File: src/rtl/rotation_matrix_to_quaternion_top_defines.svh
// ----------------------------------------------------------------------------
// rotation matrix to quaternion - assertion macros
// shared property forms used by the rtl checks
// ----------------------------------------------------------------------------
`ifndef ROTATION_MATRIX_TO_QUATERNION_TOP_DEFINES_SVH
`define ROTATION_MATRIX_TO_QUATERNION_TOP_DEFINES_SVH

// same-cycle implication, disabled in reset
`define RMQ_ASSERT_IMP(lbl, ant, cons) \
  lbl: assert property (@(posedge clk_i) disable iff (!rst_ni) (ant) |-> (cons)) \
    else $error("rmq check failed");

// next-cycle implication, disabled in reset
`define RMQ_ASSERT_NEXT(lbl, ant, cons) \
  lbl: assert property (@(posedge clk_i) disable iff (!rst_ni) (ant) |=> (cons)) \
    else $error("rmq check failed");

`endif

File: src/rtl/rmq_pkg.sv
// ----------------------------------------------------------------------------
// rmq_pkg
// widths and pipeline payload types of the matrix to quaternion block
// ----------------------------------------------------------------------------
package rmq_pkg;

  localparam int RadW      = 52;  // radicand, two bits per root step
  localparam int RootW     = 26;
  localparam int RootSteps = 26;
  localparam int RemW      = 28;
  localparam int MagW      = 40;  // numerator magnitude
  localparam int DivW      = 42;
  localparam int QuoW      = 16;
  localparam int IrootW    = 18;
  localparam int FrontStages = 3;
  localparam int Latency   = FrontStages + RootSteps + 1 + QuoW + 1;

  typedef enum logic [1:0] {
    AxisX = 2'd0,
    AxisY = 2'd1,
    AxisZ = 2'd2
  } axis_e;

  typedef struct packed {
    logic            sgn;
    logic [MagW-1:0] mag;
  } lane_t;

  typedef struct packed {
    logic        degen;
    logic [3:0]  root_lane;
    lane_t [3:0] lane;
  } item_t;

  typedef struct packed {
    logic            sgn;
    logic            ovf;
    logic [DivW-1:0] rem;
    logic [QuoW-1:0] quo;
  } dlane_t;

  typedef struct packed {
    logic              degen;
    logic [3:0]        root_lane;
    logic [RootW-1:0]  dvs;
    logic [IrootW-1:0] iroot;
    dlane_t [3:0]      lane;
  } dword_t;

endpackage

File: src/rtl/rmq_sqrt_stage.sv
// ----------------------------------------------------------------------------
// rmq_sqrt_stage
// one digit of the integer square root, two radicand bits per stage
// ----------------------------------------------------------------------------
module rmq_sqrt_stage import rmq_pkg::*; #(
  parameter int Step = 0
) (
  input  logic             clk_i,
  input  logic             rst_ni,
  input  logic             valid_i,
  input  item_t            item_i,
  input  logic [RadW-1:0]  rad_i,
  input  logic [RemW-1:0]  rem_i,
  input  logic [RootW-1:0] root_i,
  output logic             valid_o,
  output item_t            item_o,
  output logic [RadW-1:0]  rad_o,
  output logic [RemW-1:0]  rem_o,
  output logic [RootW-1:0] root_o
);

  logic [RemW+1:0] shifted, trial;
  logic [RemW-1:0] rem_d;
  logic [RootW-1:0] root_d;
  logic            valid_q;
  item_t           item_q;
  logic [RadW-1:0] rad_q;
  logic [RemW-1:0] rem_q;
  logic [RootW-1:0] root_q;

  always_comb begin
    shifted = {rem_i, rad_i[2*Step+1 -: 2]};
    trial   = {2'b0, root_i, 2'b01};
    if (shifted >= trial) begin
      rem_d  = RemW'(shifted - trial);
      root_d = {root_i[RootW-2:0], 1'b1};
    end else begin
      rem_d  = shifted[RemW-1:0];
      root_d = {root_i[RootW-2:0], 1'b0};
    end
  end

  always_ff @(posedge clk_i or negedge rst_ni) begin
    if (!rst_ni) begin
      valid_q <= 1'b0;
    end else begin
      valid_q <= valid_i;
    end
  end

  always_ff @(posedge clk_i) begin
    item_q <= item_i;
    rad_q  <= rad_i;
    rem_q  <= rem_d;
    root_q <= root_d;
  end

  assign valid_o = valid_q;
  assign item_o  = item_q;
  assign rad_o   = rad_q;
  assign rem_o   = rem_q;
  assign root_o  = root_q;

endmodule

File: config.mk
export PLATFORM = sky130hd
export DESIGN_NAME = rmq_sqrt_stage
export DESIGN_NICKNAME = d
export VERILOG_FILES = /design/src/rtl/rotation_matrix_to_quaternion_top_defines.svh /design/src/rtl/rmq_pkg.sv /design/src/rtl/rmq_sqrt_stage.sv
export SDC_FILE = /design/constraint.sdc
export NUM_CORES = 1
export LEC_CHECK = 0
export BUFFER_PORTS_ARGS = -buffer_cell sky130_fd_sc_hd__clkbuf_2
export CAP_MARGIN = 25
export CORE_AREA = 5 5 213 215
export CTS_BUF_LIST = sky130_fd_sc_hd__clkbuf_16
export CTS_CLUSTER_DIAMETER = 150
export DETAILED_ROUTE_END_ITERATION = 8
export DIE_AREA = 0 0 218 220
export GPL_ROUTABILITY_DRIVEN = 0
export GPL_TIMING_DRIVEN = 1
export SETUP_SLACK_MARGIN = 0.4
export SYNTH_ARGS = -nofsm -noshare
export SYNTH_HDL_FRONTEND = slang
export SYNTH_SLANG_ARGS = --single-unit
File: constraint.sdc
create_clock -name clk_i -period 0.8 [get_ports clk_i]
set_clock_uncertainty 0.15 [all_clocks]
set_input_delay 0.12 -clock clk_i [delete_from_list [all_inputs] [get_ports clk_i]]
set_output_delay 0.12 -clock clk_i [all_outputs]
set_load 0.02 [all_outputs]
=== Yosys cells after proc, flatten, opt, wreduce, memory -nomap -nowiden ===
Cells that the tools add are included.

* Flip-flop bits (word level): 276
* Word-level logic and storage cells: 18

* Add/subtract/negate cells: 1
* Order comparisons: 1
* Muxes and demuxes: 2

{| class="wikitable"
|+ Operators by type and width
! operator !! count
|-
| $ge A30 B28 Y1 || 1
|-
| $mux W28 || 1
|-
| $sub A28 B28 Y28 || 1
|-
| $mux W1 || 1
|}

=== Longest topological paths before layout ===
* Depth in word-level cells: 2
* Mapped depth: 13
* Depth with buffers taken out: 10

=== Least setup slack after synthesis ===
No wires, ideal clock.

* Path type: in2reg
* Start: input root_i[2]
* End: register rem_q[19] (netlist: rem_o[19])
* Arrival: 2.102 ns
* Data required time: 0.529 ns
* Slack: -1.573 ns
* Cell stages on the path: 10
* Path buffers: 1
* Cell sequence: inv_1 -> ha_1 -> a21o_1 -> a21oi_2 -> a2111o_1 -> nand3b_1 -> a311o_2 -> o21ba_4 -> buf_6 -> mux2_4

* Word-level cells in the longest chain between the ends: 2

{| class="wikitable"
|+ RTL lines
! what !! RTL line !! RTL
|-
| from (decl) || rmq_sqrt_stage.sv:14 || <nowiki>input logic [RootW-1:0] root_i,</nowiki>
|-
| $sub A28 B28 Y28 or $ge A30 B28 Y1 (tied branches) || rmq_sqrt_stage.sv:35, rmq_sqrt_stage.sv:34 ||
|-
| $mux W28 (*) || rmq_sqrt_stage.sv:34 || <nowiki>if (shifted >= trial) begin</nowiki>
|-
| via rem_d[19] || rmq_sqrt_stage.sv:23 || <nowiki>logic [RemW-1:0] rem_d;</nowiki>
|-
| to (signal assigned) || rmq_sqrt_stage.sv:54 || <nowiki>rem_q <= rem_d;</nowiki>
|-
| to (decl) || rmq_sqrt_stage.sv:28 || <nowiki>logic [RemW-1:0] rem_q;</nowiki>
|}

Mark *: on every way through the listed nets, which the timed path passes. The rest lies on a longest branch.

=== Final worst setup path ===
* Start: input root_i[2]
* End: register rem_q[16] (netlist: rem_o[16])

Same word-level chain as after synthesis.

==> impl_metrics.env <==
export IMPL_grt_pass1_wl_um=52300
export IMPL_hold_ws_ns=-0.502
export IMPL_clockRootBuffer="clkbuf_16"
export IMPL_cts_buffers=30
export IMPL_io_pins=554
export IMPL_power_frac_comb_pct=22.2
export IMPL_synthTopCellsByArea="dfxtp_1, ha_1, a21oi_1"
export IMPL_irDropWorstVdd_v=0.00144
export IMPL_fmax_mhz=524
export IMPL_synth_warnings=0
export IMPL_cts_tree="built"
export IMPL_instances_no_fill=1987
export IMPL_vias=7405
export IMPL_layout_drive_gt1_share_pct=78.0
export IMPL_via_per_inst=3.73
export IMPL_p_leak_nw=8.75
export IMPL_p_int_mw=27.7
export IMPL_finalCritPeriodShare_pct=238
export IMPL_synth_ff_type="dfxtp_1"
export IMPL_num_nets_final=1672
export IMPL_hold_viol_final=240
export IMPL_worstSetupEndpointType="flip-flop"
export IMPL_drt_iter0_markers=279
export IMPL_hold_class="in -> reg"
export IMPL_placed_cells=1809
export IMPL_critical_path_class="in -> reg"
export IMPL_synth_top_area_share_pct=73.8
export IMPL_cts_sinks=276
export IMPL_detailed_place_area_um2=12800
export IMPL_rsz0062_at_grt="yes"
export IMPL_syn_area_um2=7460
export IMPL_async_flop_share_pct=0.362
export IMPL_core_area_um2=43500
export IMPL_firstDrtPassIters=4
export IMPL_drc=0
export IMPL_h_tree_depth=1
export IMPL_finalSetupViolations=305
export IMPL_powerDensity_nw_per_um2=2080
export IMPL_startpoint_type="input port"
export IMPL_worstPathRequired_ns=1.10
export IMPL_synth_nets=881
export IMPL_post_route_util_pct=42.2
export IMPL_synth_edf_count=0
export IMPL_design_area_um2=18400
export IMPL_fin_crit_ns=1.91
export IMPL_synth_area_leader_cell="dfxtp_1"
export IMPL_tightest_slew_ns=0.414
export IMPL_fp_dieH_um=220
export IMPL_area_growth_pct=146
export IMPL_ys_seq_elements=276
export IMPL_power_total_mw=38.3
export IMPL_initial_core_util_pct=17.1
export IMPL_yosys_cell_types_count=54
export IMPL_avgSynthCellArea_um2=13.0
export IMPL_rows=77
export IMPL_grt_max_degree=17
export IMPL_p_seq_share_pct=39.9
export IMPL_die_width_um=218
export IMPL_clk_pin_slew_ns=0.07
export IMPL_numPortBuffers=553
export IMPL_grt_usage_pct=14.3
export IMPL_pwr_share_clk_pct=37.9
export IMPL_max_cap_violations=0
export IMPL_status="finished with violations"
export IMPL_wl_per_cell_um=19.1
export IMPL_overflow=0
export IMPL_drv_slew=0
export IMPL_dp_hpwl_um=26400
export IMPL_wl_um=38000
export IMPL_arrival_ns=2.21
export IMPL_syn_inst=575
export IMPL_cts_buffer_depth=3
export IMPL_grt_pass1_vias=8404
export IMPL_fp_dieArea_um2=48000
export IMPL_cp_max_fo=4
export IMPL_antenna_found_initial=7
export IMPL_setup_slack_ns=-1.11
export IMPL_switchingPower_mw=10.5
export IMPL_swShare_pct=27.5
export IMPL_slew_headroom_pct=72.1
export IMPL_violations="negative hold slack, negative setup slack"
export IMPL_ys_seq_area_share_pct=74.1
export IMPL_drt_antenna_violating_nets=0
## state kept, by name (all words and copies together) (netlist names)
register	count
valid_o	1
rad_o	52
item_o	169
rem_o	28
root_o	26
## cells in the final DEF, fill, tap and decap left out, types with 22 or more instances in the layout
cell            count
dlygate4sd3_1      37
a21oi_1            27
dlymetal6s4s_1     69
clkbuf_2          267
buf_4             100
dfxtp_4           270
clkbuf_16          33
buf_8             276
nand2_1            22
inv_1              34
## Yosys cell counts (3+ instances only)
master    number
a21oi_1       39
or3_1          6
dfxtp_1      275
nor2_1        37
nand2_1       22
xor2_1         8
nand2b_1       3
o21a_1         5
ha_1          28
a31oi_1        3
a21o_1         7
mux2_4         5
nand4_1        7
a31o_2         3
and3_1         4
or2_2          4
nand3_1        4
o21ai_0       16
buf_6          3
xnor2_1       14
inv_1         38
buf_2          5
## final timing paths
path,from,endpoint,slack [ns],depth (start not counted)
setup / recovery,root_i[2],rem_o[16],-1.11,12
hold / removal,item_i[50],item_o[50],-0.50,1
max in group asynchronous,rst_ni,valid_o,0.70,2
min in group asynchronous,rst_ni,valid_o,-0.29,2
## kinds of logic (layout without fill, tap and decap cells)
kind of cell    count (synthesis)  count (layout)  synth area share, %
fa+ha+maj                      28              28                 4.69
compound gates                 99              99                 8.59
xor+xnor                       22              22                 2.58
other cells                     0               6                    0
mux                             6               6                 1.14
buf+inv                        49             863                 2.90
flops                         276             276                 74.1
simple gates                   95              95                 5.99
## critical path, cell delays in order
cell and delay (ns):
clkbuf_16 0.13, inv_12 0.04, ha_4 0.19, a21o_1 0.20, a21oi_4 0.16, buf_4 0.15, a21boi_2 0.05, o21a_1 0.21
o21a_1 0.20, or4b_1 0.52, o211ai_1 0.14, a21oi_2 0.07
## through the flow
stage / worst slack, ns / TNS [ns]
3_5_place_dp: -1.88 / -52.82
2_1_floorplan: -1.47 / -40.37
5_1_grt: -1.15 / -184.91
3_3_place_gp: -1.81 / -51.07
6_report: -1.11 / -169.65
4_1_cts: -1.14 / -186.00
## final cells by class
type                    count  area, µm²
fillers                  3877      25200
flip-flops and latches    276       6550
diodes                      6       15.0
repair buffers            769       7710
well taps                 592        741
clock buffers              30        751
clock inverters            25        289
multi-input cells         250       2160
inverters                  39        161
## layer usage
layer	global-route usage (%)	share of wire, %	up-vias
met5	0	0.063	-
met2	27.1	55	332
met3	4.55	8.1	79
li1	-	-	3503
met4	7.14	5.3	4
met1	13.9	32	3487
## power by group through the flow
stage / combinational [mW] / clock (mW) / sequential [mW]
floorplan: 1.51 / 0 / 16.4
global placement: 5.60 / 0 / 15.1
detailed placement: 5.64 / 0 / 15.1
CTS: 7.90 / 14.9 / 15.0
global route: 8.95 / 15.6 / 15.4
finish: 8.48 / 14.5 / 15.3
## what timing repair did
item                                   in CTS  in global routing
hold buffers                              148                 14
setup endpoints to repair                 305                430
pin swaps                                  16                 15
buffers inserted                            8                  2
resized for setup                         604                394
endpoints found under the hold margin     276                261
cloned                                      0                  1
Power figures use the tool's default switching activity.
