`config.mk`:
```
export PLATFORM = sky130hd
export DESIGN_NAME = rmq_front
export DESIGN_NICKNAME = d
export VERILOG_FILES = /design/src/rtl/rotation_matrix_to_quaternion_top_defines.svh /design/src/rtl/rmq_pkg.sv /design/src/rtl/rmq_front.sv
export SDC_FILE = /design/constraint.sdc
export NUM_CORES = 2
export LEC_CHECK = 0
export ABC_AREA = 0
export BUFFER_PORTS_ARGS = -buffer_cell sky130_fd_sc_hd__buf_2
export CAP_MARGIN = 5
export CORE_MARGIN = 3
export CORE_UTILIZATION = 60
export DETAILED_ROUTE_END_ITERATION = 10
export PLACE_DENSITY = 0.78
export SLEW_MARGIN = 20
export SYNTH_ARGS = -nofsm -noshare
export SYNTH_HDL_FRONTEND = slang
export SYNTH_SLANG_ARGS = --single-unit
```
`constraint.sdc`:
```
create_clock -name clk_i -period 9.3 [get_ports clk_i]
set_input_delay 1.86 -clock clk_i [delete_from_list [all_inputs] [get_ports clk_i]]
set_output_delay 1.86 -clock clk_i [all_outputs]
set_load 0.1 [all_outputs]
```
`src/rtl/rotation_matrix_to_quaternion_top_defines.svh`:
```
// ----------------------------------------------------------------------------
// rotation matrix to quaternion - assertion macros
// shared property forms used by the rtl checks
// ----------------------------------------------------------------------------
`ifndef ROTATION_MATRIX_TO_QUATERNION_TOP_DEFINES_SVH
`define ROTATION_MATRIX_TO_QUATERNION_TOP_DEFINES_SVH

// same-cycle implication, disabled in reset
`define RMQ_ASSERT_IMP(lbl, ant, cons) \
  lbl: assert property (@(posedge clk_i) disable iff (!rst_ni) (ant) |-> (cons)) \
    else $error("rmq check failed");

// next-cycle implication, disabled in reset
`define RMQ_ASSERT_NEXT(lbl, ant, cons) \
  lbl: assert property (@(posedge clk_i) disable iff (!rst_ni) (ant) |=> (cons)) \
    else $error("rmq check failed");

`endif

```
`src/rtl/rmq_pkg.sv`:
```
// ----------------------------------------------------------------------------
// rmq_pkg
// widths and pipeline payload types of the matrix to quaternion block
// ----------------------------------------------------------------------------
package rmq_pkg;

  localparam int RadW      = 52;  // radicand, two bits per root step
  localparam int RootW     = 26;
  localparam int RootSteps = 26;
  localparam int RemW      = 28;
  localparam int MagW      = 40;  // numerator magnitude
  localparam int DivW      = 42;
  localparam int QuoW      = 16;
  localparam int IrootW    = 18;
  localparam int FrontStages = 3;
  localparam int Latency   = FrontStages + RootSteps + 1 + QuoW + 1;

  typedef enum logic [1:0] {
    AxisX = 2'd0,
    AxisY = 2'd1,
    AxisZ = 2'd2
  } axis_e;

  typedef struct packed {
    logic            sgn;
    logic [MagW-1:0] mag;
  } lane_t;

  typedef struct packed {
    logic        degen;
    logic [3:0]  root_lane;
    lane_t [3:0] lane;
  } item_t;

  typedef struct packed {
    logic            sgn;
    logic            ovf;
    logic [DivW-1:0] rem;
    logic [QuoW-1:0] quo;
  } dlane_t;

  typedef struct packed {
    logic              degen;
    logic [3:0]        root_lane;
    logic [RootW-1:0]  dvs;
    logic [IrootW-1:0] iroot;
    dlane_t [3:0]      lane;
  } dword_t;

endpackage

```
`src/rtl/rmq_front.sv`:
```
// ----------------------------------------------------------------------------
// rmq_front
// trace, branch pick, squares and radicand over three register stages
// ----------------------------------------------------------------------------
module rmq_front import rmq_pkg::*; (
  input  logic               clk_i,
  input  logic               rst_ni,
  input  logic               valid_i,
  input  logic signed [15:0] r00_i,
  input  logic signed [15:0] r01_i,
  input  logic signed [15:0] r02_i,
  input  logic signed [15:0] r10_i,
  input  logic signed [15:0] r11_i,
  input  logic signed [15:0] r12_i,
  input  logic signed [15:0] r20_i,
  input  logic signed [15:0] r21_i,
  input  logic signed [15:0] r22_i,
  output logic               valid_o,
  output item_t              item_o,
  output logic [RadW-1:0]    rad_o
);

  localparam logic signed [17:0] One = 18'sd16384;

  // stage 1
  logic signed [17:0] e00, e01, e02, e10, e11, e12, e20, e21, e22;
  logic signed [17:0] trace;
  logic signed [17:0] c_d [4];
  logic signed [17:0] v_d, dw_d, dj_d, dk_d;
  axis_e              ax_d;
  logic signed [17:0] c_q [4];
  logic signed [17:0] v1_q, dw_q, dj_q, dk_q;
  axis_e              ax_q;
  logic               tr1_q, valid1_q;

  assign e00 = {{2{r00_i[15]}}, r00_i};
  assign e01 = {{2{r01_i[15]}}, r01_i};
  assign e02 = {{2{r02_i[15]}}, r02_i};
  assign e10 = {{2{r10_i[15]}}, r10_i};
  assign e11 = {{2{r11_i[15]}}, r11_i};
  assign e12 = {{2{r12_i[15]}}, r12_i};
  assign e20 = {{2{r20_i[15]}}, r20_i};
  assign e21 = {{2{r21_i[15]}}, r21_i};
  assign e22 = {{2{r22_i[15]}}, r22_i};

  always_comb begin
    trace  = e00 + e11 + e22;
    c_d[0] = e21 - e12;
    c_d[1] = e02 - e20;
    c_d[2] = e10 - e01;
    c_d[3] = trace + One;
    // largest diagonal, lower index wins ties
    ax_d = (e11 > e00) ? AxisY : AxisX;
    if (ax_d == AxisY) begin
      if (e22 > e11) ax_d = AxisZ;
    end else begin
      if (e22 > e00) ax_d = AxisZ;
    end
    unique case (ax_d)
      AxisY: begin
        v_d  = e11 - e22 - e00 + One;
        dw_d = e02 - e20;
        dj_d = e21 + e12;
        dk_d = e01 + e10;
      end
      AxisZ: begin
        v_d  = e22 - e00 - e11 + One;
        dw_d = e10 - e01;
        dj_d = e02 + e20;
        dk_d = e12 + e21;
      end
      default: begin
        v_d  = e00 - e11 - e22 + One;
        dw_d = e21 - e12;
        dj_d = e10 + e01;
        dk_d = e20 + e02;
      end
    endcase
  end

  // stage 2
  logic signed [35:0] prod [4];
  logic signed [17:0] lval [4];
  logic [17:0]        labs [4];
  logic [3:0]         rl_d;
  lane_t [3:0]        lane_d;
  logic [34:0]        sq_q [4];
  lane_t [3:0]        lane_q;
  logic [3:0]         rl_q;
  logic signed [17:0] v2_q;
  logic               tr2_q, vpos_q, valid2_q;

  always_comb begin
    lval = c_q;
    rl_d = 4'b0000;
    if (!tr1_q) begin
      lval[3] = dw_q;
      unique case (ax_q)
        AxisY: begin
          lval[0] = dk_q; lval[1] = '0; lval[2] = dj_q; rl_d = 4'b0010;
        end
        AxisZ: begin
          lval[0] = dj_q; lval[1] = dk_q; lval[2] = '0; rl_d = 4'b0100;
        end
        default: begin
          lval[0] = '0; lval[1] = dj_q; lval[2] = dk_q; rl_d = 4'b0001;
        end
      endcase
    end
    for (int a = 0; a < 4; a++) begin
      prod[a] = c_q[a] * c_q[a];
      labs[a] = lval[a][17] ? 18'(-lval[a]) : 18'(lval[a]);
      lane_d[a].sgn = lval[a][17];
      lane_d[a].mag = tr1_q ? {labs[a], 22'b0} : {1'b0, labs[a], 21'b0};
    end
  end

  // stage 3
  logic [36:0] len;
  logic        degen;
  item_t       item_q;
  logic [RadW-1:0] rad_q;
  logic        valid3_q;

  always_comb begin
    len   = {2'b0, sq_q[0]} + {2'b0, sq_q[1]} + {2'b0, sq_q[2]} + {2'b0, sq_q[3]};
    degen = tr2_q ? (len == '0) : !vpos_q;
  end

  always_ff @(posedge clk_i or negedge rst_ni) begin
    if (!rst_ni) begin
      valid1_q <= 1'b0;
      valid2_q <= 1'b0;
      valid3_q <= 1'b0;
    end else begin
      valid1_q <= valid_i;
      valid2_q <= valid1_q;
      valid3_q <= valid2_q;
    end
  end

  always_ff @(posedge clk_i) begin
    c_q    <= c_d;
    v1_q   <= v_d;
    dw_q   <= dw_d;
    dj_q   <= dj_d;
    dk_q   <= dk_d;
    ax_q   <= ax_d;
    tr1_q  <= !trace[17];
    for (int a = 0; a < 4; a++) sq_q[a] <= prod[a][34:0];
    lane_q <= lane_d;
    rl_q   <= rl_d;
    v2_q   <= v1_q;
    tr2_q  <= tr1_q;
    vpos_q <= !v1_q[17] && (v1_q != '0);
    item_q.degen     <= degen;
    item_q.root_lane <= rl_q;
    item_q.lane      <= lane_q;
    if (degen) begin
      rad_q <= '0;
    end else if (tr2_q) begin
      rad_q <= {1'b0, len[34:0], 16'b0};
    end else begin
      rad_q <= {5'b0, v2_q[16:0], 30'b0};
    end
  end

  assign valid_o = valid3_q;
  assign item_o  = item_q;
  assign rad_o   = rad_q;

endmodule

```
* Word level (Yosys, flattened, before mapping)
Memory sizes are Yosys's and may differ from the RTL's. Cells that the tools add are included.
Word-level totals: output and inout port bits 222, flip-flop bits (word level) 555, memories 1, word-level logic and storage cells 112, memory bits (writable) 140, input port bits 147
Memory list:
- sq_q | depth 4, bits a word 35, read ports 4, clocked after memory_dff 0, write ports 4, RTL line rmq_front.sv:87 | logic [34:0] sq_q [4];
Cells by class: bitwise logic cells 1, equality and inequality tests 5, reduce and logical (&&, ||, !) cells 7, order comparisons 3, muxes and demuxes 21, $mul 4, add/subtract/negate cells 25
Operators by type and width (count):
- 39-bit 2-to-1 mux | 4
- 18-bit case mux with 2 select lines | 4
- 54-bit case mux with 2 select lines | 1
- 17-bit by 17-bit multiplier with 34-bit output | 3
- 16-bit by 16-bit subtractor with 17-bit output | 6
- 18-bit by 16-bit adder with 18-bit output (second input constant) | 4
- 18-bit 2-to-1 mux | 4
- 72-bit 2-to-1 mux | 1
- 18-bit negation | 4
- 16-bit by 16-bit adder with 17-bit output | 4
- 17-bit by 16-bit subtractor with 18-bit output | 3
- 16-bit > comparator | 3
- 47-bit 2-to-1 mux | 1
- 36-bit by 35-bit adder with 37-bit output | 1
- 37-bit by 35-bit adder with 37-bit output | 1
- 37-bit logical NOT | 1
- 35-bit by 35-bit adder with 36-bit output | 1
- 18-bit by 18-bit multiplier with 35-bit output | 1
- 17-bit by 16-bit adder with 18-bit output | 1
- 18-bit nonzero test | 1
- 2-bit 2-to-1 mux | 3
- 3-bit case mux with 2 select lines | 1
- 2-bit by 1-bit == test with 1-bit output (second input constant) | 2
- 2-bit == test (second input constant) | 2
- 6 further kinds | 9

* Logic depth before layout (Yosys ltp)
An unclocked memory read counts as a cell.
depth in word-level cells 7, gate-level depth with buffers 28, gate-level depth less buffers 25

* Least setup slack after synthesis
No wires, ideal clock.
path kind register -> register, start register c_q[70] (netlist name), end memory sq_q[0][33], path buffers 2, cell stages (with the launch flop) 22, library setup time 0.122 ns, arrival 6.359 ns, required time 9.178 ns, clock period less this slack 6.481 ns, slack 2.819 ns, cell sequence dfxtp_1 -> clkbuf_1 -> clkbuf_1 -> and2_1 -> fa_1 -> fa_1 -> fa_1 -> fa_1 -> fa_1 -> inv_1 -> fa_1 -> inv_1 -> ha_1 -> or2_2 -> a21oi_1 -> a21oi_1 -> a21o_1 -> a21oi_1 -> a21boi_0 -> o41ai_1 -> o21ai_0 -> xnor2_1
RTL lines (RTL line):
- end: declaration | rmq_front.sv:87

==> impl_metrics.yaml <==
sta:
  maxSlewViolCount: 0
  slew_headroom_pct: 29.7
  worst_pin_slew_ns: 1.05
  skew_ns: 0.0284
  worst_slack_ns: 2.11
  maxClockFrequency_ghz: 0.139
  setup_viol: 0
  fin_setup_tns_ns: 0
  rsz0062_at_grt: "no"
  fin_crit_ns: 7.19
  timing.final.crit_share_pct: 77.3
  finalHoldViolations: 0
synthesis:
  ys_seq_elements: 498
  synth_cells: 7554
  syn_avg_cell_area_um2: 9.29
  synthTopCellsByCount: "1,653 x inv_1, 1,228 x fa_1, 718 x ha_1, 567 x nand2_1, 495 x dfxtp_1"
  synth_area_leaders: "fa_1 35%, dfxtp_1 14%, ha_1 13%, inv_1 8.8%, xnor2_1 3.8%"
  yosys.area.top_type_share_pct: 35.0
  yosysTopAreaCell: "fa_1"
  synth-main-ff-cell: "dfxtp_1"
  ys_types: 87
  syn_area_um2: 70200
  async_reset_ff_share_pct: 0.602
  synth-edff-count: 0
  synth_warnings: 0
  yosysMostFrequentCell: "inv_1"
  seq_area_frac_synth_pct: 14.2
drt:
  wire_per_inst_um: 20.9
  ant_nets: 0
  vias: 52600
  post_drt_via_cell_ratio: 5.66
  drt_iter0_drc: 4351
  drt_wl_total_um: 194000
  dr.pass1.iters: 6
  post-route-drc-count: 0
global_route:
  grt_pass1_wl_um: 301000
  antenna_found_initial: 16
  overflow: 0
  grtUsageTotal_pct: 32.1
  grt_pass1_vias: 54700
  grt_max_degree: 153
critical_path:
  cp_common_cell: "fa_1"
  critPathMaxStageDelay_ns: 0.71
  worst-path-stages: 23
  cp.arrival_ns: 7.76
  path_buf_inv: 5
  endpoint_kind: "flip-flop"
  path_delay_family: "adder cells"
  reg2reg_setup_slack_ns: 2.11
  path_class: "flip-flop to flip-flop"
  worstSetupStartpointType: "flip-flop"
  crit_chain: "inv_1 -> nor2_1 -> fa_1 -> inv_1 -> fa_1 -> fa_1 -> inv_1 -> fa_1 -> fa_1 -> inv_1 -> fa_1 -> inv_1 -> ha_1 -> a2111oi_0 -> o21ai_0 -> a32o_1 -> a41o_1 -> a31oi_1 -> o31a_1 -> nor3_1 -> nor3b_1 -> a21oi_1 -> xnor2_1"
  r2r_cells: 23
  endpoint: "sq_q[1][33]$_DFF_P_"
  cp.required_ns: 9.87
  crit_start: "c_q[42]$_DFF_P_"
  critPathMaxFanout: 14
  critPathSlowestCell: "dfxtp_1"
  regToRegEndpoint: "sq_q[1][33]$_DFF_P_"
  r2r-start: "c_q[42]$_DFF_P_"
placement:
  dpl.hpwl_um: 162000
  placement.io_buffers: 266
  pre_cts_slack_ns: 2.23
  place.gp.congestion: 0.964
floorplan:
  start_util_pct: 61.0
  core_um2: 115000
  num_rows: 124
  io_pins: 369
  fp.dieH_um: 348
  fp.dieW_um: 348
  die_area_um2: 121000
cts:
  cts.reportedPaths.clkPinSlew_ns: 0.07
  clockBufferDepth: 3
  clkSinkCount: 498
  root_buffer: "clkbuf_16"
  numCtsBuffers: 58
  htree_levels: 2
  cts_hold_buf: 0
  cts_resized: 0
  cts_setup_buffers: 0
  cts_tree: "done"
  insertion_delay_ns: 0.67
run_status:
  status: "completed"
final_layout:
  area_growth_pct: 6.49
  n_fill_cell: 9249
  layout-drive-gt1-share_pct: 6.23
  fin_nets: 9808
min_path:
  hold_path.class: "flip-flop to flip-flop"
flow_run:
  maxCapViolCount: 0
-- per-stage QoR --
step	utilization [%]	instance area, um2	cells	hold WS, ns
detailed placement	63.1	72600	9167	0.312
global placement	63.1	72600	9167	0.311
global route	64.9	74700	9275	0.328
finish	64.9	74700	9283	0.319
floorplan	-	70600	7660	0.310
CTS	64.9	74700	9275	0.315
-- flip-flops by register name (all words and copies together), names as in the netlist, 18 cells and up --
name    count
item_o     84
sq_q      133
lane_q     80
c_q        69
v1_q       18
rad_o      35
-- worst min-delay path by stage --
| stage | from | end | slack (ns) | cells past startpoint |
|---|---|---|---|---|
| finish | lane_q[121]$_SDFF_PN0_ | item_o[121]$_DFF_P_ | 0.32 | 0 |
| global route | lane_q[30]$_DFF_P_ | item_o[30]$_DFF_P_ | 0.33 | 0 |
| CTS | lane_q[35]$_DFF_P_ | item_o[35]$_DFF_P_ | 0.32 | 0 |
| detailed placement | lane_q[117]$_DFF_P_ | item_o[117]$_DFF_P_ | 0.31 | 0 |
| global placement | lane_q[80]$_SDFF_PN0_ | item_o[80]$_DFF_P_ | 0.31 | 0 |
| floorplan | lane_q[103]$_SDFF_PP0_ | item_o[103]$_DFF_P_ | 0.31 | 0 |
-- layout make-up --
cell class / count / area (um2) / share of cell area (%)
inverters: 1661 / 6230 / 8.34
diodes: 8 / 20.0 / 0.0268
clock inverters: 36 / 478 / 0.640
multi-input cells: 5173 / 52700 / 70.6
clock buffers: 72 / 1620 / 2.16
flip-flops and latches: 498 / 9990 / 13.4
repair buffers: 323 / 1770 / 2.37
well taps: 1512 / 1890 / 2.53
-- cells by family after synthesis --
logic type / after synthesis / synth area share (%)
xor+xnor: 401 / 5.00
other cells: 2 / 0.0107
simple gates: 1615 / 11.0
flops: 498 / 14.2
mux: 50 / 0.719
compound gates: 1053 / 9.96
fa+ha+maj: 1946 / 47.8
buf+inv: 1989 / 11.2
-- per-layer routing --
layer  part of all wire [%]  global-route usage, %  up-vias
li1                       -                      -    23600
met1                     40                   42.5    26100
met2                     46                   51.6     2349
met3                    9.0                   5.83      475
met4                    5.4                   14.5        8
met5                  0.024                      0        -
-- cell usage in the layout (no fill, tap or decap), drive strengths merged, types with 88 or more instances in the layout --
cell type,n
a21o,88
a21oi,298
and2,213
buf,323
conb,108
dfxtp,495
fa,1228
ha,718
inv,1667
nand2,567
nor2,345
nor2b,99
nor3,114
o21ai,194
xnor2,301
xor2,100
Power is left out: the tool's default activity adds up to more than one toggle a clock period on the data nets, which glitch-free logic cannot reach.
