`config.mk`:
```
export PLATFORM = sky130hd
export DESIGN_NAME = rmq_div_stage
export DESIGN_NICKNAME = d
export VERILOG_FILES = /design/src/rtl/rotation_matrix_to_quaternion_top_defines.svh /design/src/rtl/rmq_pkg.sv /design/src/rtl/rmq_div_stage.sv
export SDC_FILE = /design/constraint.sdc
export NUM_CORES = 1
export LEC_CHECK = 0
export BUFFER_PORTS_ARGS = -buffer_cell sky130_fd_sc_hd__buf_4
export CORE_UTILIZATION = 25
export DETAILED_ROUTE_END_ITERATION = 6
export PLACE_DENSITY = 0.44
export SLEW_MARGIN = 10
export SYNTH_ARGS = -nofsm -noshare
export SYNTH_HDL_FRONTEND = slang
export SYNTH_SLANG_ARGS = --single-unit
export TNS_END_PERCENT = 1
```
`constraint.sdc`:
```
create_clock -name clk_i -period 1 [get_ports clk_i]
set_input_delay 0.1 -clock clk_i [delete_from_list [all_inputs] [get_ports clk_i]]
set_output_delay 0.1 -clock clk_i [all_outputs]
set_load 0.1 [all_outputs]
```
`src/rtl/rotation_matrix_to_quaternion_top_defines.svh`:
```
// ----------------------------------------------------------------------------
// rotation matrix to quaternion - assertion macros
// shared property forms used by the rtl checks
// ----------------------------------------------------------------------------
`ifndef ROTATION_MATRIX_TO_QUATERNION_TOP_DEFINES_SVH
`define ROTATION_MATRIX_TO_QUATERNION_TOP_DEFINES_SVH

// same-cycle implication, disabled in reset
`define RMQ_ASSERT_IMP(lbl, ant, cons) \
  lbl: assert property (@(posedge clk_i) disable iff (!rst_ni) (ant) |-> (cons)) \
    else $error("rmq check failed");

// next-cycle implication, disabled in reset
`define RMQ_ASSERT_NEXT(lbl, ant, cons) \
  lbl: assert property (@(posedge clk_i) disable iff (!rst_ni) (ant) |=> (cons)) \
    else $error("rmq check failed");

`endif

```
`src/rtl/rmq_pkg.sv`:
```
// ----------------------------------------------------------------------------
// rmq_pkg
// widths and pipeline payload types of the matrix to quaternion block
// ----------------------------------------------------------------------------
package rmq_pkg;

  localparam int RadW      = 52;  // radicand, two bits per root step
  localparam int RootW     = 26;
  localparam int RootSteps = 26;
  localparam int RemW      = 28;
  localparam int MagW      = 40;  // numerator magnitude
  localparam int DivW      = 42;
  localparam int QuoW      = 16;
  localparam int IrootW    = 18;
  localparam int FrontStages = 3;
  localparam int Latency   = FrontStages + RootSteps + 1 + QuoW + 1;

  typedef enum logic [1:0] {
    AxisX = 2'd0,
    AxisY = 2'd1,
    AxisZ = 2'd2
  } axis_e;

  typedef struct packed {
    logic            sgn;
    logic [MagW-1:0] mag;
  } lane_t;

  typedef struct packed {
    logic        degen;
    logic [3:0]  root_lane;
    lane_t [3:0] lane;
  } item_t;

  typedef struct packed {
    logic            sgn;
    logic            ovf;
    logic [DivW-1:0] rem;
    logic [QuoW-1:0] quo;
  } dlane_t;

  typedef struct packed {
    logic              degen;
    logic [3:0]        root_lane;
    logic [RootW-1:0]  dvs;
    logic [IrootW-1:0] iroot;
    dlane_t [3:0]      lane;
  } dword_t;

endpackage

```
`src/rtl/rmq_div_stage.sv`:
```
// ----------------------------------------------------------------------------
// rmq_div_stage
// one quotient bit of restoring division on all four lanes
// ----------------------------------------------------------------------------
module rmq_div_stage import rmq_pkg::*; #(
  parameter int Bit = 0
) (
  input  logic   clk_i,
  input  logic   rst_ni,
  input  logic   valid_i,
  input  dword_t word_i,
  output logic   valid_o,
  output dword_t word_o
);

  logic [DivW-1:0] dshift;
  dword_t          word_d, word_q;
  logic            valid_q;

  always_comb begin
    dshift = {{(DivW-RootW){1'b0}}, word_i.dvs} << Bit;
    word_d = word_i;
    for (int a = 0; a < 4; a++) begin
      if (word_i.lane[a].rem >= dshift) begin
        word_d.lane[a].rem      = word_i.lane[a].rem - dshift;
        word_d.lane[a].quo[Bit] = 1'b1;
      end
    end
  end

  always_ff @(posedge clk_i or negedge rst_ni) begin
    if (!rst_ni) begin
      valid_q <= 1'b0;
    end else begin
      valid_q <= valid_i;
    end
  end

  always_ff @(posedge clk_i) begin
    word_q <= word_d;
  end

  assign valid_o = valid_q;
  assign word_o  = word_q;

endmodule

```
# --- Yosys cells after proc, flatten, opt, wreduce, memory -nomap -nowiden ---
# Index checks and enable logic that the tools add are counted.
op_classes:
  div: 0
  mux: 4
  reduce_logical: 0
  n_shift: 0
  n_lt_le_gt_ge: 4
  mul: 0
  addsub: 4
  eq_ne: 0
  bitwise_logic: 0
ops:
  columns: ["op", "count"]
  rows:
  - ["$ge 42x26->1", 4]
  - ["$mux 42", 4]
  - ["$sub 42x26->42", 4]
word_totals:
  inputBits: 292
  elab_cells: 37
  latchBits: 0
  ff_bits: 290
  ramBits: 0
  memories: 0
  rom_bits: 0

# --- Depth between registers and ports, before layout ---
# Gate-level depths: netlist (run 1).
logic_depth:
  depth_word: 2
  mapped_depth: 14

# --- Least setup slack after synthesis (run 1) ---
# Ideal clock, no wire load.
synth_path:
  path_kind: "in2reg"
  start: "input word_i[16] (netlist name)"
  end: "register word_q (netlist bit word_o[52])"
  stages: 12
  arrival_time_ns: 3.140
  n_path_buf: 0
  slack_ns: -2.258
  setup_ns: 0.118
  cell_sequence: "inv_1 -> ha_1 -> inv_1 -> fa_1 -> a21o_1 -> a2111o_1 -> a2111oi_4 -> o31ai_2 -> and3_4 -> or4_4 -> or4_4 -> xnor2_2"
synth_lines:
  columns: ["element", "line_no", "source"]
  rows:
  - ["from (decl)", "rmq_div_stage.sv:11", "input dword_t word_i,"]
  - ["to (signal assigned)", "rmq_div_stage.sv:40", "word_q <= word_d;"]
  - ["to (decl)", "rmq_div_stage.sv:17", "dword_t word_d, word_q;"]

==> results of run 1 <==
final timing paths:
check / startpoint / to / slack, ns / depth (start not counted)
min: word_i[111] / word_o[114] / -0.17 / 4
max in group asynchronous: rst_ni / valid_o / 0.49 / 3
min in group asynchronous: rst_ni / valid_o / 0.40 / 3
max: word_i[259] / word_o[52] / -1.61 / 11
metal layers:
layer	vias up	global-route usage, %
met4	0	7.431
met3	93	4.305
li1	8415	-
met1	7954	28.27
met5	-	0
met2	482	39.85
state kept, by name, indices dropped and copies added, names as in the netlist:
register,cells
word_o,289
valid_o,1
synth_stat cells (14+ instances only):
cell type	number	area (sq um)
inv_1	56	210.2
nor3_1	37	185.2
nand2_1	151	566.8
xnor2_1	85	744.5
a21o_1	31	232.7
a21oi_1	138	690.7
nand4_1	30	187.7
nand3_1	33	165.2
a31oi_1	17	106.4
nor2_1	91	341.6
xor2_1	68	595.6
dfxtp_1	289	5786
nor4_1	23	143.9
nand2b_1	20	125.1
clkbuf_1	41	153.9
a211oi_1	17	127.6
o211ai_1	14	105.1
o21bai_1	18	135.1
ha_1	104	1301
o21ai_0	115	575.6
kinds of logic (layout without fill, tap and decap cells):
family	Yosys count	count (layout)	synth area share, %
AND/OR/NAND/NOR	481	481	16.94
AO/OA/AOI/OAI	421	421	18.45
flip-flops	290	290	41.06
XOR/XNOR	154	154	9.585
adder cells (fa/ha/maj)	108	108	9.762
buffers and inverters	106	1512	2.953
multiplexers	16	16	1.238
other	0	5	0
power groups by stage:
stage	Sequential, uW	Combinational [uW]	Clock (uW)
2_1_floorplan	23700	3820	0
3_3_place_gp	13700	21200	0
3_5_place_dp	13700	21200	0
4_1_cts	13400	22300	14700
5_1_grt	14200	25700	15100
6_report	14100	24700	14200
final cells by class:
type	count	area, sq um
diodes	5	12.51
inverters	56	249.0
well taps	748	935.9
clock inverters	14	246.5
flip-flops and latches	290	6022
clock buffers	50	1033
repair buffers	1392	13370
multi-input cells	1180	8642
fillers	4919	25010
what timing repair did:
item,4_1_cts,5_1_grt
endpoints found under the setup margin,462,462
resized for setup,42,780
endpoints found under the hold margin,289,4
setup buffers,6,13
pin swaps,15,40
worst max-delay path, cell delays in order:
cell and delay (ns):
buf_6 0.08, clkinvlp_4 0.17, fa_2 0.41, a21o_1 0.18, a2111o_1 0.42, a2111oi_4 0.37
o31ai_2 0.12, and3_4 0.19, or4_4 0.42, or4_4 0.44, xnor2_2 0.14
per-stage QoR:
step | setup slack, ns | instances | util [%]
finish | -1.613 | 3735 | 54.96
global route | -1.652 | 3734 | 54.95
CTS | -1.680 | 3717 | 49.59
detailed placement | -2.437 | 3357 | 41.57
global placement | -2.429 | 3357 | 41.57
floorplan | -2.134 | 1576 | -
cell usage in the layout (no fill, tap or decap), drive strengths merged, types with 34 or more instances in the layout:
cell type    synthesis  final
nand2              151    151
xor2                68     68
a21oi              138    138
nor2                91     91
o21ai              116    116
dlygate4sd3          0    289
xnor2               86     86
ha                 104    104
nor3                37     37
dfxtp              289    289
a21o                34     34
buf                  9   1102
clkbuf              41     50
inv                 56     51
==> flow_metrics.py, run 1 <==
metrics = {
    "grt": {
        "initial_antenna_violation_count": 7,
        "wire_length_of_the_first_global_routing_pass_microns": 99310,
        "grt_pass1_vias": 17212,
        "grt_use_total_pct": 22.91,
        "grt_max_degree": 35,
        "globalRouteOverflowTotal": 0,
    },
    "setup_path": {
        "setup.worst_path.end_class": "flip-flop",
        "critical_path_class": "in2reg",
        "crit_start_category": "input port",
        "worst-path-max-fanout": 2,
        "worst-endpoint-required_ns": 1.45,
        "worst_ep_arrival_time_ns": 3.06,
    },
    "power_and_ir_drop": {
        "power_switching_uw": 21830,
        "totalPowerFinal_uw": 53020,
        "total_leakage_power_uw": 0.01378,
        "share_seq_of_total_power_pct": 26.5,
        "swShare_pct": 41.17,
        "power.clock.fraction_pct": 26.8,
        "cell_internal_pwr_uw": 31190,
        "power.ir.vdd_worst_v": 0.001913,
        "power-per-cell-area_mw_per_mm2": 1738,
        "p_comb_share_pct": 46.7,
    },
    "sta": {
        "worst_slew_margin_rel_pct": 70.62,
        "final.hold.worst_slack_ns": -0.1672,
        "setup_total_negative_slack_ns": -263.23,
        "worst_pin_slew_ns": 0.4359,
        "timing.final.max_slew_violations": 0,
        "grt_setup_unrepaired": "yes",
        "hold_violations": 3,
        "finalSetupViolations": 462,
        "finalWorstPathRequiredPeriod_ns": 2.613,
        "postLayoutSetupSlackWorst_ns": -1.613,
        "fmax_ghz": 0.3828,
        "post-route-period-util_pct": 261.3,
    },
    "placed_design": {
        "post_dp_cell_area_sq_mm": 0.02308,
        "place_congestion": 0.8738,
        "detailedPlacementHpwl_microns": 54310,
        "port-buffer-count": 581,
    },
    "outcome": {
        "run_status": "finished with violations",
        "failed_checks": "negative hold slack, negative setup slack",
    },
    "floorplanning": {
        "chipHeight_microns": 239.9,
        "row_count": 86,
        "design.core.area_sq_mm": 0.05552,
        "ioPinCount": 582,
        "start_util_pct": 25.48,
        "chipWidth_microns": 239.9,
        "die-area_sq_mm": 0.05755,
    },
    "hold_path": {
        "holdCritPathClass": "in2reg",
    },
    "detailed_routing": {
        "first_iter_violations": 601,
        "vias": 16944,
        "route.detailed.vias_per_inst": 4.537,
        "detailedRoute.firstPassIterationCount": 5,
        "routed.top_layer": "met4",
        "drcViolationCount": 0,
        "wire_per_inst_microns": 18.98,
        "detailed_routed_wire_length_on_met3_microns": 4098,
        "met2_wirelength_microns": 34810,
        "wirelength_met1_microns": 30110,
        "routed_wl_microns": 70890,
        "antenna_left": 0,
    },
    "logic_synthesis": {
        "avgSynthCellArea_sq_um": 8.978,
        "edff_count_synth": 0,
        "synth_nets": 1976,
        "netlist-cell-type-count": 77,
        "yosys_most_used_dff": "dfxtp_1",
        "post_synth_inst_count": 1576,
        "syn-cell-area_sq_mm": 0.01415,
        "ys_seq_area_share_pct": 41.06,
        "synth_warnings": 0,
        "postSynthRegisterBits": 290,
        "post_synth_arst_share_pct": 0.3448,
    },
    "cts": {
        "tritoncts": "done",
        "clock_path_buffers": 3,
        "cts_buffers": 35,
        "cts.clk_slew.worst_paths_ns": 0.06,
        "cts_sinks": 290,
        "ctsHtreeMaxLevel": 2,
        "hold_buf_cts": 290,
        "cts_root_buf": "clkbuf_16",
    },
    "layout": {
        "area_delta_synth_final_pct": 115.7,
        "final_net_count": 3355,
        "proportion_of_layout_cells_with_a_drive_suffix_above_1_pct": 49.30,
        "final_design_area_no_fill_sq_mm": 0.03051,
    },
    "run": {
        "max_capacitance_violation_count": 0,
    },
}
Note: power is estimated with default switching activity, not from simulation.
==> inputs of run 2 (changes only) <==
- CELL_PAD_IN_SITES_DETAIL_PLACEMENT: unset -> 1
- CELL_PAD_IN_SITES_GLOBAL_PLACEMENT: unset -> 2
- CTS_CLUSTER_SIZE: unset -> 16
- PLACE_DENSITY: 0.44 -> 0.71
- SLEW_MARGIN: 10 -> 30
==> flow_metrics.py, run 2 (synthesis gave the netlist of run 1 again) <==
metrics = {
    "outcome": {
        "run_status": "finished with violations",
        "failed_checks": "negative hold slack, negative setup slack",
    },
    "detailed_routing": {
        "routed_wl_microns": 103000,
        "route.detailed.vias_per_inst": 5.058,
        "first_iter_violations": 884,
        "wire_per_inst_microns": 27.34,
        "drcViolationCount": 0,
        "antenna_left": 0,
        "detailedRoute.firstPassIterationCount": 5,
        "vias": 19048,
    },
    "sta": {
        "finalSetupViolations": 462,
        "worst_pin_slew_ns": 0.6470,
        "post-route-period-util_pct": 264.3,
        "timing.final.max_slew_violations": 0,
        "final.hold.worst_slack_ns": -0.1846,
        "worst_slew_margin_rel_pct": 56.41,
        "postLayoutSetupSlackWorst_ns": -1.643,
        "setup_total_negative_slack_ns": -282.74,
        "finalWorstPathRequiredPeriod_ns": 2.643,
        "hold_violations": 4,
        "fmax_ghz": 0.3784,
        "grt_setup_unrepaired": "yes",
    },
    "placed_design": {
        "place_congestion": 0.9133,
        "port-buffer-count": 581,
        "post_dp_cell_area_sq_mm": 0.02324,
        "detailedPlacementHpwl_microns": 58730,
    },
    "setup_path": {
        "critical_path_class": "in2reg",
        "worst-path-max-fanout": 7,
        "setup.worst_path.end_class": "flip-flop",
        "worst_ep_arrival_time_ns": 3.06,
        "worst-endpoint-required_ns": 1.42,
        "crit_start_category": "input port",
    },
    "cts": {
        "tritoncts": "done",
        "cts_sinks": 290,
        "ctsHtreeMaxLevel": 2,
        "hold_buf_cts": 292,
        "cts_root_buf": "clkbuf_16",
        "cts_buffers": 35,
        "clock_path_buffers": 3,
        "cts.clk_slew.worst_paths_ns": 0.07,
    },
    "layout": {
        "layout.cells.most_common_list": "buf_4, buf_12, dlygate4sd3_1",
        "proportion_of_layout_cells_with_a_drive_suffix_above_1_pct": 54.67,
        "final_design_area_no_fill_sq_mm": 0.03263,
        "seq_area_sq_mm": 0.006196,
        "layout_commonest_cell": "buf_4",
        "largest_register_ff_count": 289,
        "n_fill_cell": 5890,
        "multi_input_area_sq_mm": 0.008795,
        "final_net_count": 3386,
        "area_delta_synth_final_pct": 130.6,
    },
    "grt": {
        "grt_pass1_vias": 20081,
        "wire_length_of_the_first_global_routing_pass_microns": 123500,
        "grt_use_total_pct": 28.74,
        "grt_max_degree": 51,
        "initial_antenna_violation_count": 9,
        "globalRouteOverflowTotal": 0,
    },
    "floorplanning": {
        "chipHeight_microns": 239.9,
        "chipWidth_microns": 239.9,
        "row_count": 86,
        "ioPinCount": 582,
        "die-area_sq_mm": 0.05755,
        "start_util_pct": 25.48,
        "design.core.area_sq_mm": 0.05552,
    },
    "run": {
        "max_capacitance_violation_count": 0,
    },
    "hold_path": {
        "holdCritPathClass": "in2reg",
    },
    "power_and_ir_drop": {
        "total_leakage_power_uw": 0.01448,
        "power.ir.vdd_worst_v": 0.001496,
        "totalPowerFinal_uw": 56090,
        "power-per-cell-area_mw_per_mm2": 1719,
    },
}
## run 2: per-layer routing
metal  GRT usage [%]  up-vias  wire length [microns]
li1                -     8468                      -
met1           31.69     9306                  37380
met2           51.52      903                  50900
met3           6.303      369                   7110
met4           14.77        2                   7547
met5               0        -                     11
## run 2: layout make-up
type	instances	share of cell area, %
diodes	9	0.06903
inverters	56	0.8092
clock inverters	12	0.5216
well taps	748	2.869
multi-input cells	1180	26.96
flip-flops and latches	290	18.99
repair buffers	1423	46.80
clock buffers	48	2.987
## run 2: worst max-delay path: stages
cell and delay [ns]:
buf_4 0.10, clkinvlp_4 0.23, ha_4 0.35, and2_1 0.17, and4_1 0.23, buf_4 0.11
a21boi_1 0.14, o21ai_0 0.10, buf_4 0.14, a211o_1 0.36, a311oi_2 0.35, buf_4 0.24
nor3_1 0.08, xor2_1 0.35
## run 2: timing repair
item	CTS	global route
gates resized for setup	683	700
hold endpoints to repair	290	4
cloned	0	5
setup endpoints to repair	462	462
pin swaps	25	52
setup buffers	4	20
## run 2: power by group
part / internal [uW] / switching, uW
Clock: 7660 / 6080
Sequential: 13300 / 1470
Combinational: 10800 / 16700
Total: 31800 / 24300
## run 2: path summary, 6_finish.rpt
check | startpoint | endpoint | cells after the start
max in group asynchronous | rst_ni | valid_o | 3
min | word_i[16] | word_o[16] | 3
max | word_i[268] | word_o[45] | 14
min in group asynchronous | rst_ni | valid_o | 3
## run 2: metrics by stage
step,cells,util (%),setup slack [ns]
4_1_cts,3732,53.52,-1.619
5_1_grt,3766,58.76,-1.767
3_3_place_gp,3376,41.85,-2.368
2_1_floorplan,1576,-,-2.134
6_report,3766,58.76,-1.643
3_5_place_dp,3376,41.85,-2.421
==> inputs of run 3 (changes only) <==
- clock period: 1 -> 2.95 ns (I/O delays scaled with it)
==> flow_metrics.py, run 3 (synthesis gave the netlist of run 1 again) <==
metrics = {
    "sta": {
        "postLayoutSetupSlackWorst_ns": -0.07416,
        "post-route-period-util_pct": 102.5,
        "fmax_ghz": 0.3307,
        "final.hold.worst_slack_ns": 0.007355,
        "hold_violations": 0,
        "grt_setup_unrepaired": "yes",
        "finalSetupViolations": 1,
        "finalWorstPathRequiredPeriod_ns": 3.024,
        "worst_slew_margin_rel_pct": 55.54,
        "worst_pin_slew_ns": 0.6639,
        "timing.final.max_slew_violations": 0,
    },
    "setup_path": {
        "critical_path_class": "in2reg",
        "setup.worst_path.end_class": "flip-flop",
        "worst-endpoint-required_ns": 3.40,
        "worst-path-max-fanout": 3,
        "critPathCapture": "word_o[52]",
        "crit_start_category": "input port",
        "worst_ep_arrival_time_ns": 3.47,
        "critPathLaunch": "word_i[259]",
    },
    "cts": {
        "cts_root_buf": "clkbuf_16",
        "clock_path_buffers": 3,
        "cts_sinks": 290,
        "tritoncts": "done",
        "cts.clk_slew.worst_paths_ns": 0.07,
        "ctsHtreeMaxLevel": 2,
        "cts_buffers": 36,
    },
    "detailed_routing": {
        "antenna_left": 0,
        "detailedRoute.firstPassIterationCount": 4,
        "route.detailed.vias_per_inst": 4.649,
        "vias": 16364,
        "drcViolationCount": 0,
        "wire_per_inst_microns": 21.11,
        "routed_wl_microns": 74300,
        "first_iter_violations": 540,
    },
    "hold_path": {
        "holdCritPathClass": "in2reg",
        "hold_path.startpoint": "word_i[153]",
    },
    "floorplanning": {
        "start_util_pct": 25.48,
        "die-area_sq_mm": 0.05755,
        "ioPinCount": 582,
        "row_count": 86,
        "design.core.area_sq_mm": 0.05552,
        "chipHeight_microns": 239.9,
        "chipWidth_microns": 239.9,
    },
    "placed_design": {
        "detailedPlacementHpwl_microns": 55870,
        "post-place-ws_ns": -0.6966,
        "port-buffer-count": 581,
        "post_placement_cell_count": 3200,
        "place_congestion": 0.8693,
    },
    "grt": {
        "grt_max_degree": 36,
        "grt_pass1_vias": 17667,
        "globalRouteOverflowTotal": 0,
        "grt_use_total_pct": 24.75,
        "initial_antenna_violation_count": 5,
        "wire_length_of_the_first_global_routing_pass_microns": 107900,
    },
    "layout": {
        "layout_commonest_cell": "buf_4",
        "area_delta_synth_final_pct": 82.19,
        "layoutNonFillerInstCount": 3520,
        "final_net_count": 3143,
        "proportion_of_layout_cells_with_a_drive_suffix_above_1_pct": 38.13,
        "utilization_pct": 46.43,
        "largest_register_ff_count": 289,
        "layout.cells.most_common_list": "buf_4, dfxtp_1, dlygate4sd3_1",
    },
    "power_and_ir_drop": {
        "power.ir.vdd_worst_v": 0.0004353,
        "power-per-cell-area_mw_per_mm2": 636.4,
        "total_leakage_power_uw": 0.01186,
    },
    "outcome": {
        "run_status": "finished with violations",
        "failed_checks": "negative setup slack",
    },
    "run": {
        "max_capacitance_violation_count": 0,
    },
}
==> run 3: routing by layer <==
metal,part of all wire [%],global-route usage (%),up-vias
met5,0.016,0,-
met4,2.7,7.141,2
met3,5.2,4.615,96
met2,50,43.86,442
met1,43,30.26,7848
li1,-,-,7976
==> run 3: critical path, stage by stage <==
cell and delay, ns:
buf_4 0.10, clkinvlp_4 0.21, fa_2 0.43, a21o_1 0.20, a2111o_1 0.42, a2111oi_4 0.40, o31ai_2 0.14, and3_4 0.17
or4_4 0.42, or4_4 0.54, xnor2_2 0.14
==> run 3: stage by stage <==
step | setup TNS, ns | cell area [sq um] | total power [uW]
after floorplan | -1.132 | 14180 | 9329
after global placement | -39.51 | 21940 | 11580
after detailed placement | -42.16 | 21940 | 11630
after CTS | -0.1701 | 25660 | 16430
after global routing | -0.4205 | 25780 | 17010
final | -0.07416 | 25780 | 16410
==> run 3: power by group <==
part	switching, uW	leakage [uW]	internal, uW
combinational	5200	0.00884	2150
sequential	171	0.00245	4400
clock	1880	0.000573	2620
total	7250	0.0119	9160
==> run 3: cell type report <==
class | count | area [sq um]
antenna | 5 | 12.51
clock buffer | 44 | 970.9
clock inverter | 18 | 201.4
fill | 6492 | 29740
inverter | 56 | 226.5
multi-input combinational | 1180 | 8059
sequential | 290 | 5811
tap | 748 | 935.9
timing repair buffer | 1179 | 9563
==> run 3: what timing repair did <==
action	CTS	global route
gates resized for setup	3	22
gates cloned	0	0
endpoints found under the hold margin	253	0
buffers inserted	0	0
hold buffers	253	0
setup endpoints to repair	6	70
==> run 3: worst min-delay path by stage <==
stage | slack (ns) | cells past startpoint | endpoint
5_1_grt | 0.009 | 3 | word_o[153]
3_5_place_dp | 0.07 | 1 | valid_o
6_report | 0.007 | 3 | word_o[153]
3_3_place_gp | 0.07 | 1 | valid_o
2_1_floorplan | -0.0006 | 0 | valid_o
4_1_cts | 0.002 | 3 | word_o[153]
